`src/sv/msr_pkg.sv`:
```
package msr_pkg;
    localparam int unsigned PRIME_BITS = 32;
    localparam int unsigned PW = PRIME_BITS;
    localparam int unsigned PROD_W = 2 * PW;
    localparam int unsigned CNT_W = $clog2(PW + 1);
    localparam int unsigned ZSEARCH_LIMIT = 1024;
    localparam int unsigned ZK_W = $clog2(ZSEARCH_LIMIT + 1);

    typedef logic [PW-1:0] t_word;

    typedef struct packed {
        logic  start;
        t_word a;
        t_word b;
        t_word m;
    } t_mm_req;

    typedef struct packed {
        logic  done;
        t_word prod;
    } t_mm_rsp;
endpackage

```
`src/sv/msr_modmul.sv`:
```
module msr_modmul (
    input  logic             i_clk,
    input  logic             i_rst_n,
    input  msr_pkg::t_mm_req i_req,
    output msr_pkg::t_mm_rsp o_rsp
);
    import msr_pkg::*;

    // Shift-add multiply with reduction, one multiplier bit per cycle, MSB first.
    logic [PW-1:0]  r_acc, n_acc;
    logic [PW-1:0]  r_a, r_b, r_m;
    logic [CNT_W-1:0] r_cnt;
    logic           r_busy, r_done;
    logic [PW+1:0]  dbl, dbl_red, add, add_red;

    always_comb begin
        dbl     = {1'b0, r_acc, 1'b0};
        dbl_red = (dbl >= {2'b00, r_m}) ? dbl - {2'b00, r_m} : dbl;
        add     = dbl_red + (r_b[PW-1] ? {2'b00, r_a} : '0);
        add_red = (add >= {2'b00, r_m}) ? add - {2'b00, r_m} : add;
        n_acc   = add_red[PW-1:0];
    end

    always_ff @(posedge i_clk) begin
        if (!i_rst_n) begin
            r_busy <= 1'b0;
            r_done <= 1'b0;
            r_cnt  <= '0;
        end else begin
            r_done <= 1'b0;
            if (i_req.start) begin
                r_busy <= 1'b1;
                r_cnt  <= CNT_W'(PW);
            end else if (r_busy) begin
                r_cnt <= r_cnt - 1'b1;
                if (r_cnt == CNT_W'(1)) begin
                    r_busy <= 1'b0;
                    r_done <= 1'b1;
                end
            end
        end
    end

    always_ff @(posedge i_clk) begin
        if (i_req.start) begin
            r_a   <= (i_req.a >= i_req.m) ? i_req.a - i_req.m : i_req.a;
            r_b   <= i_req.b;
            r_m   <= i_req.m;
            r_acc <= '0;
        end else if (r_busy) begin
            r_acc <= n_acc;
            r_b   <= {r_b[PW-2:0], 1'b0};
        end
    end

    assign o_rsp.done = r_done;
    assign o_rsp.prod = r_acc;
endmodule

```
`src/sv/modular_square_root.sv`:
```
// Latency: data dependent; each modular multiply is issued, runs over the 32 multiplier
// bits and is handed back; a 3-mod-4 prime needs up to about 64 multiplies, a
// Tonelli-Shanks prime up to about 1k, and a composite modulus whose non-residue
// search runs to its 1024-candidate limit about 64k.
// Throughput: one request at a time; input is taken only while the sequencer is idle,
// and every multiply runs on the shared bit-serial multiplier (one bit per cycle).
// Reset: synchronous, active low; clears the sequencer and the output valid.
module modular_square_root (
    input  logic                i_clk,
    input  logic                i_rst_n,
    input  logic                i_valid,
    output logic                o_stall,
    input  logic [31:0]         i_value_n,
    input  logic [31:0]         i_prime_p,
    output logic                o_valid,
    input  logic                i_stall,
    output logic [31:0]         o_root,
    output logic                o_not_residue
);
    import msr_pkg::*;

    // Sequencer states
    localparam logic [4:0] S_IDLE   = 5'd0;
    localparam logic [4:0] S_DISP   = 5'd1;
    localparam logic [4:0] S_NRED   = 5'd2;   // n mod p via 1*n
    localparam logic [4:0] S_PSTART = 5'd3;   // start exponentiation, reduce base
    localparam logic [4:0] S_PSTEP  = 5'd4;   // pick next multiply
    localparam logic [4:0] S_PWAIT  = 5'd5;
    localparam logic [4:0] S_ZCHK   = 5'd6;
    localparam logic [4:0] S_TS_C   = 5'd7;
    localparam logic [4:0] S_TS_T   = 5'd8;
    localparam logic [4:0] S_PBASE  = 5'd9;   // take reduced base, seed accumulator
    localparam logic [4:0] S_LOOP   = 5'd10;
    localparam logic [4:0] S_SQ     = 5'd11;
    localparam logic [4:0] S_BSQ    = 5'd12;
    localparam logic [4:0] S_BB     = 5'd13;
    localparam logic [4:0] S_RB     = 5'd14;
    localparam logic [4:0] S_TBB    = 5'd15;
    localparam logic [4:0] S_OUT    = 5'd16;
    localparam logic [4:0] S_MWAIT  = 5'd17;

    // Exponentiation purposes
    localparam logic [2:0] P_ROOT3 = 3'd0;
    localparam logic [2:0] P_ZTEST = 3'd1;
    localparam logic [2:0] P_C     = 3'd2;
    localparam logic [2:0] P_T     = 3'd3;
    localparam logic [2:0] P_R     = 3'd4;

    logic [4:0]  r_state, r_ret;
    logic [2:0]  r_purp;
    t_word       r_n, r_p, r_q;
    logic [CNT_W-1:0] r_s, r_m, r_i, r_j;
    t_word       r_c, r_t, r_r, r_b, r_sq, r_bb;
    t_word       r_acc, r_base, r_exp, r_res;
    logic        r_pmul;      // 0: acc*base pending, 1: base*base pending
    logic [ZK_W-1:0] r_zk;
    logic        r_valid;
    t_word       r_root;
    logic        r_flag;
    // Output register: hold a waiting result while the next request runs.
    t_word       r_oroot;
    logic        r_oflag;

    t_mm_req mm_req;
    t_mm_rsp mm_rsp;

    msr_modmul u_mul (
        .i_clk   (i_clk),
        .i_rst_n (i_rst_n),
        .i_req   (mm_req),
        .o_rsp   (mm_rsp)
    );

    // Drive the multiplier from a registered request.
    t_word r_ma, r_mb;
    logic  r_mstart;
    assign mm_req.start = r_mstart;
    assign mm_req.a     = r_ma;
    assign mm_req.b     = r_mb;
    assign mm_req.m     = r_p;

    wire accept = i_valid && !o_stall;
    assign o_stall       = (r_state != S_IDLE);
    assign o_valid       = r_valid;
    assign o_root        = r_oroot;
    assign o_not_residue = r_oflag;

    wire t_word pm1 = r_p - 1'b1;

    always_ff @(posedge i_clk) begin
        if (!i_rst_n) begin
            r_state  <= S_IDLE;
            r_valid  <= 1'b0;
            r_mstart <= 1'b0;
        end else begin
            r_mstart <= 1'b0;
            if (r_valid && !i_stall) r_valid <= 1'b0;
            unique case (r_state)
                S_IDLE: begin
                    if (accept) begin
                        r_n     <= i_value_n;
                        r_p     <= i_prime_p;
                        r_state <= S_DISP;
                    end
                end
                S_DISP: begin
                    r_flag <= 1'b0;
                    r_root <= '0;
                    if (r_p < 2) begin
                        r_state <= S_OUT;
                    end else if (r_p == 2) begin
                        r_root  <= {{(PW-1){1'b0}}, r_n[0]};
                        r_state <= S_OUT;
                    end else begin
                        // reduce n first; n rides on the multiplier bits
                        r_ma <= PW'(1); r_mb <= r_n; r_mstart <= 1'b1;
                        r_ret <= S_NRED; r_state <= S_MWAIT;
                        r_q <= pm1; r_s <= '0;
                    end
                end
                S_MWAIT: begin
                    if (mm_rsp.done) begin
                        r_res   <= mm_rsp.prod;
                        r_state <= r_ret;
                    end
                end
                S_NRED: begin
                    r_n <= r_res;
                    if (r_p[1:0] == 2'b11) begin
                        r_base <= r_res;
                        r_exp  <= (r_p >> 2) + 1'b1;
                        r_purp <= P_ROOT3;
                        r_state <= S_PSTART;
                    end else if (!r_q[0]) begin
                        // strip factors of two from p-1, one per pass
                        r_q <= r_q >> 1; r_s <= r_s + 1'b1;
                        r_state <= S_NRED;
                    end else begin
                        r_zk   <= '0;
                        r_base <= PW'(2);
                        r_exp  <= pm1 >> 1;
                        r_purp <= P_ZTEST;
                        r_state <= S_PSTART;
                    end
                end
                S_PSTART: begin
                    // reduce the base modulo p before squaring it
                    r_ma <= PW'(1); r_mb <= r_base; r_mstart <= 1'b1;
                    r_ret <= S_PBASE; r_state <= S_MWAIT;
                end
                S_PBASE: begin
                    r_base  <= r_res;
                    r_acc   <= PW'(1);
                    r_pmul  <= 1'b0;
                    r_state <= S_PSTEP;
                end
                S_PSTEP: begin
                    if (r_exp == '0) begin
                        unique case (r_purp)
                            P_ROOT3: begin r_root <= r_acc; r_state <= S_OUT; end
                            P_ZTEST: r_state <= S_ZCHK;
                            P_C: begin
                                r_c <= r_acc; r_base <= r_n; r_exp <= r_q;
                                r_purp <= P_T; r_state <= S_PSTART;
                            end
                            P_T: begin
                                r_t <= r_acc; r_base <= r_n;
                                r_exp <= (r_q >> 1) + 1'b1;
                                r_purp <= P_R; r_state <= S_PSTART;
                            end
                            default: begin
                                r_r <= r_acc; r_m <= r_s; r_state <= S_LOOP;
                            end
                        endcase
                    end else if (r_exp[0] && !r_pmul) begin
                        r_ma <= r_acc; r_mb <= r_base; r_mstart <= 1'b1;
                        r_ret <= S_PWAIT; r_state <= S_MWAIT;
                    end else begin
                        r_ma <= r_base; r_mb <= r_base; r_mstart <= 1'b1;
                        r_pmul <= 1'b1;
                        r_ret <= S_PWAIT; r_state <= S_MWAIT;
                    end
                end
                S_PWAIT: begin
                    if (r_pmul) begin
                        r_base <= r_res; r_exp <= r_exp >> 1; r_pmul <= 1'b0;
                    end else begin
                        r_acc <= r_res; r_pmul <= 1'b1;
                    end
                    r_state <= S_PSTEP;
                end
                S_ZCHK: begin
                    if (r_acc == pm1) begin
                        // non-residue found: z = 2 + k
                        r_base <= PW'(2) + PW'(r_zk);
                        r_exp <= r_q; r_purp <= P_C; r_state <= S_PSTART;
                    end else if (r_zk == ZK_W'(ZSEARCH_LIMIT - 1)) begin
                        r_flag <= 1'b1; r_state <= S_OUT;
                    end else begin
                        r_zk <= r_zk + 1'b1;
                        r_base <= PW'(3) + PW'(r_zk);
                        r_exp <= pm1 >> 1; r_purp <= P_ZTEST;
                        r_state <= S_PSTART;
                    end
                end
                S_LOOP: begin
                    if (r_t == PW'(1)) begin
                        r_root <= r_r; r_state <= S_OUT;
                    end else if (r_t == '0) begin
                        r_root <= '0; r_state <= S_OUT;
                    end else begin
                        r_sq <= r_t; r_i <= '0; r_state <= S_SQ;
                    end
                end
                S_SQ: begin
                    if (r_sq != PW'(1) && r_i < r_m) begin
                        r_ma <= r_sq; r_mb <= r_sq; r_mstart <= 1'b1;
                        r_i <= r_i + 1'b1; r_ret <= S_TS_C; r_state <= S_MWAIT;
                    end else if (r_i == r_m) begin
                        r_root <= '0; r_flag <= 1'b1; r_state <= S_OUT;
                    end else begin
                        r_b <= r_c; r_j <= '0; r_state <= S_BSQ;
                    end
                end
                S_TS_C: begin
                    r_sq <= r_res; r_state <= S_SQ;
                end
                S_BSQ: begin
                    if ((CNT_W+1)'(r_j) + (CNT_W+1)'(r_i) + 1'b1 < (CNT_W+1)'(r_m)) begin
                        r_ma <= r_b; r_mb <= r_b; r_mstart <= 1'b1;
                        r_j <= r_j + 1'b1; r_ret <= S_TS_T; r_state <= S_MWAIT;
                    end else begin
                        r_ma <= r_b; r_mb <= r_b; r_mstart <= 1'b1;
                        r_ret <= S_BB; r_state <= S_MWAIT;
                    end
                end
                S_TS_T: begin
                    r_b <= r_res; r_state <= S_BSQ;
                end
                S_BB: begin
                    r_bb <= r_res;
                    r_ma <= r_r; r_mb <= r_b; r_mstart <= 1'b1;
                    r_ret <= S_RB; r_state <= S_MWAIT;
                end
                S_RB: begin
                    r_r <= r_res;
                    r_ma <= r_t; r_mb <= r_bb; r_mstart <= 1'b1;
                    r_ret <= S_TBB; r_state <= S_MWAIT;
                end
                S_TBB: begin
                    r_t <= r_res; r_c <= r_bb; r_m <= r_i;
                    r_state <= S_LOOP;
                end
                S_OUT: begin
                    // hold until the previous result has left the output register
                    if (!r_valid) begin
                        r_valid <= 1'b1;
                        r_oroot <= r_root;
                        r_oflag <= r_flag;
                        r_state <= S_IDLE;
                    end
                end
                default: r_state <= S_IDLE;
            endcase
        end
    end

`ifndef NO_ASSERTIONS
    a_no_accept_busy: assert property (@(posedge i_clk) disable iff (!i_rst_n)
        (r_state != S_IDLE) |-> o_stall)
        else $error("busy without stall");
    a_flag_zero_root: assert property (@(posedge i_clk) disable iff (!i_rst_n)
        (o_valid && o_not_residue) |-> (o_root == '0))
        else $error("flagged result with nonzero root");
    a_out_hold: assert property (@(posedge i_clk) disable iff (!i_rst_n)
        (o_valid && i_stall) |=> (o_valid && $stable(o_root)))
        else $error("stalled result changed");
    a_mul_idle_start: assert property (@(posedge i_clk) disable iff (!i_rst_n)
        r_mstart |-> (r_state == S_MWAIT))
        else $error("multiply started outside wait");
`endif
endmodule

```
`config.mk`:
```
export PLATFORM = sky130hd
export DESIGN_NAME = modular_square_root
export DESIGN_NICKNAME = d
export VERILOG_FILES = /design/src/sv/msr_pkg.sv /design/src/sv/msr_modmul.sv /design/src/sv/modular_square_root.sv
export SDC_FILE = /design/constraint.sdc
export NUM_CORES = 2
export LEC_CHECK = 0
export BUFFER_PORTS_ARGS = -buffer_cell sky130_fd_sc_hd__buf_2
export CAP_MARGIN = 20
export CORE_MARGIN = 2
export CORE_UTILIZATION = 60
export DETAILED_ROUTE_END_ITERATION = 10
export PLACE_DENSITY = 0.77
export SLEW_MARGIN = 40
export SYNTH_ARGS = -nofsm -noshare
export SYNTH_HDL_FRONTEND = slang
export SYNTH_SLANG_ARGS = --single-unit
export TNS_END_PERCENT = 100
```
`constraint.sdc`:
```
create_clock -name i_clk -period 9.5 [get_ports i_clk]
set_clock_uncertainty 0.15 [all_clocks]
set_input_delay 1.9 -clock i_clk [delete_from_list [all_inputs] [get_ports i_clk]]
set_output_delay 1.9 -clock i_clk [all_outputs]
set_load 0.01 [all_outputs]
```
==> impl_metrics.toml <==
[logic_synthesis]
netlist-cell-type-count = 83
synth-main-ff-cell = "edfxtp_1"
synth_area_leaders = "edfxtp_1 (49%), nand2_1 (5.8%), ha_1 (4.8%), mux2_2 (4.1%), xnor2_1 (3.1%)"
syn_nets = 4273
synth.largest_area_cell = "edfxtp_1"
synth_cells = 4039
seq_area_frac_synth_pct = 50.88
yosysTopAreaCellShare_pct = 48.66
ys_ff_latch = 732
avgSynthCellArea_sq_um = 10.47
ys_warn_count = 0
synthArstFlopShare_pct = 0
synth_area_sq_mm = 0.04227
synth_edf_count = 685

[clocking]
clock_latency_ns = 0.65
holdBufCountCts = 0
cts_root_buffer = "clkbuf_16"
cts_setup_buffers = 0
cts_tree = "done"
cts.sinks = 732
clkTransAtPathRegs_ns = 0.06
cts_buffers = 80
cts.path.max_buffers = 3
cts_resized = 0
htreeDepth = 3

[power_and_ir_drop]
p_total_mw = 13.67
p_leak_nw = 17.18
vdd_drop_max_uv = 325.0
p_per_area_mw_per_mm2 = 293.2

[sta]
timing.final.crit_share_pct = 91.76
drv_slew = 0
tightest_slew_ns = 0.9248
clock.fmax_mhz = 114.7
hold_viol = 0
setup-violations-final = 0
setup_slack_ns = 0.7829
period_minus_slack_ns = 8.717
hold_slack_ns = 0.2489
maxSlewHeadroom_pct = 37.90
final.setup.tns_ns = 0
rsz0062_at_grt = "false"

[critical_path]
required_ns = 9.90
cp-start-kind = "flip-flop"
cp_slowest_cell = "nor3_1"
cp.arrival_ns = 9.12
cp-end-kind = "flip-flop"
r2r-start = "u_mul.r_acc[26]"
crit_path_start = "u_mul.r_acc[26]"
crit_type = "reg2reg"
crit_path_max_fanout = 25
cp_num_buf_inv = 1
critPathMaxStageDelay_ns = 0.59
critical_path.top_delay_family = "compound AO/OA/AOI/OAI gates"

[drt]
drtIter0Drc = 5164
wl_met3_microns = 16850
drt-pass1-iter-count = 7
m1WireLength_microns = 52600
wl_per_cell_microns = 27.28
ant_nets = 0
route.vias.total = 34515
drc_errors = 0
wl_microns = 138800
dr.max_layer_used = "met5"
viasPerCell = 6.786
wl_met2_microns = 61230

[global_route]
grt_usage_pct = 37.67
grt_pass1_vias = 32999
grt_overflow = 0
antenna_found_initial = 5
grt_first_pass_wirelength_microns = 207000
grt_max_degree = 92

[place]
gp_congestion = 0.9990
place_area_sq_mm = 0.04391
dp_worst_setup_slack_ns = 1.013
io_buffers = 102
dpl.hpwl_microns = 96570

[die]
pin_count = 103
die_w_microns = 269.4
die_h_microns = 269.4
fp.coreArea_sq_mm = 0.06991
rows = 97
initial_core_util_pct = 60.47
dieArea_sq_mm = 0.07260

[min_path]
hold_path.startpoint = "r_root[15]"
hold_path_class = "reg2reg"

[finish]
final.fill_count = 5389
final_cell_mix = "edfxtp_1 (685), nand2_1 (646), a21oi_1 (230)"
final_common_cell = "edfxtp_1"
stdcell_area_sq_mm = 0.04661
nNetsFinal = 4311
seq_area_sq_mm = 0.02152
layout-drive-gt1-share_pct = 12.62
multi_input_area_sq_mm = 0.01969
syn_to_final_growth_pct = 10.27

[flow_run]
drv_cap = 0

[run_status]
outcome = "complete, no violations"
## final cells by class
cell class,instances,share of cell area [%]
tap,940,2.523
multi-input combinational,2962,42.24
clock inverter,52,1.307
sequential,732,46.16
timing repair buffer,170,2.282
inverter,131,1.055
antenna,3,0.01611
clock buffer,96,4.424
## report_power, final
part | leakage (nW) | switching [mW] | total [mW] | internal, mW
registers | 6.61 | 0.217 | 4.01 | 3.80
logic | 9.27 | 3.81 | 6.45 | 2.65
clock network | 1.30 | 1.36 | 3.20 | 1.84
total | 17.2 | 5.38 | 13.7 | 8.28
## final timing paths
path / endpoint / slack (ns) / cells past startpoint
max: u_mul.r_acc[14] / 0.78 / 31
min: o_root[15] / 0.25 / 0
max reg2reg: u_mul.r_acc[14] / 0.78 / 31
min reg2reg: o_root[15] / 0.25 / 0
## cell usage after synthesis, types with 47 or more instances
cell and n:
nor2_1 220, and2_1 84, ha_1 161, nand3_1 127
a21o_1 60, inv_1 129, o21ai_0 178, edfxtp_1 685
a221oi_1 54, nand2_1 648, xnor2_1 150, a21oi_1 235
xor2_1 77, a22o_1 52, clkbuf_1 192, dfxtp_1 47
mux2_2 153, nor3_1 72, a211oi_1 57
## cells by family after synthesis
logic type | share of synthesized area (%)
compound gates | 14.88
fa+ha+maj | 5.002
flops | 50.88
mux | 5.049
buf+inv | 3.164
xor+xnor | 5.076
simple gates | 15.94
## per-stage QoR
step | utilization, % | cells
2_1_floorplan | - | 4039
3_3_place_gp | 62.70 | 4933
3_5_place_dp | 62.81 | 4935
4_1_cts | 66.63 | 5083
5_1_grt | 66.67 | 5083
6_report | 66.68 | 5086
## per-layer routing
layer  up-vias  GRT usage, %
met5         -             0
li1      15156             -
met4         2         18.63
met2      2431         57.41
met1     16447         50.44
met3       479         9.440
Note: power is estimated with default switching activity, not from simulation.
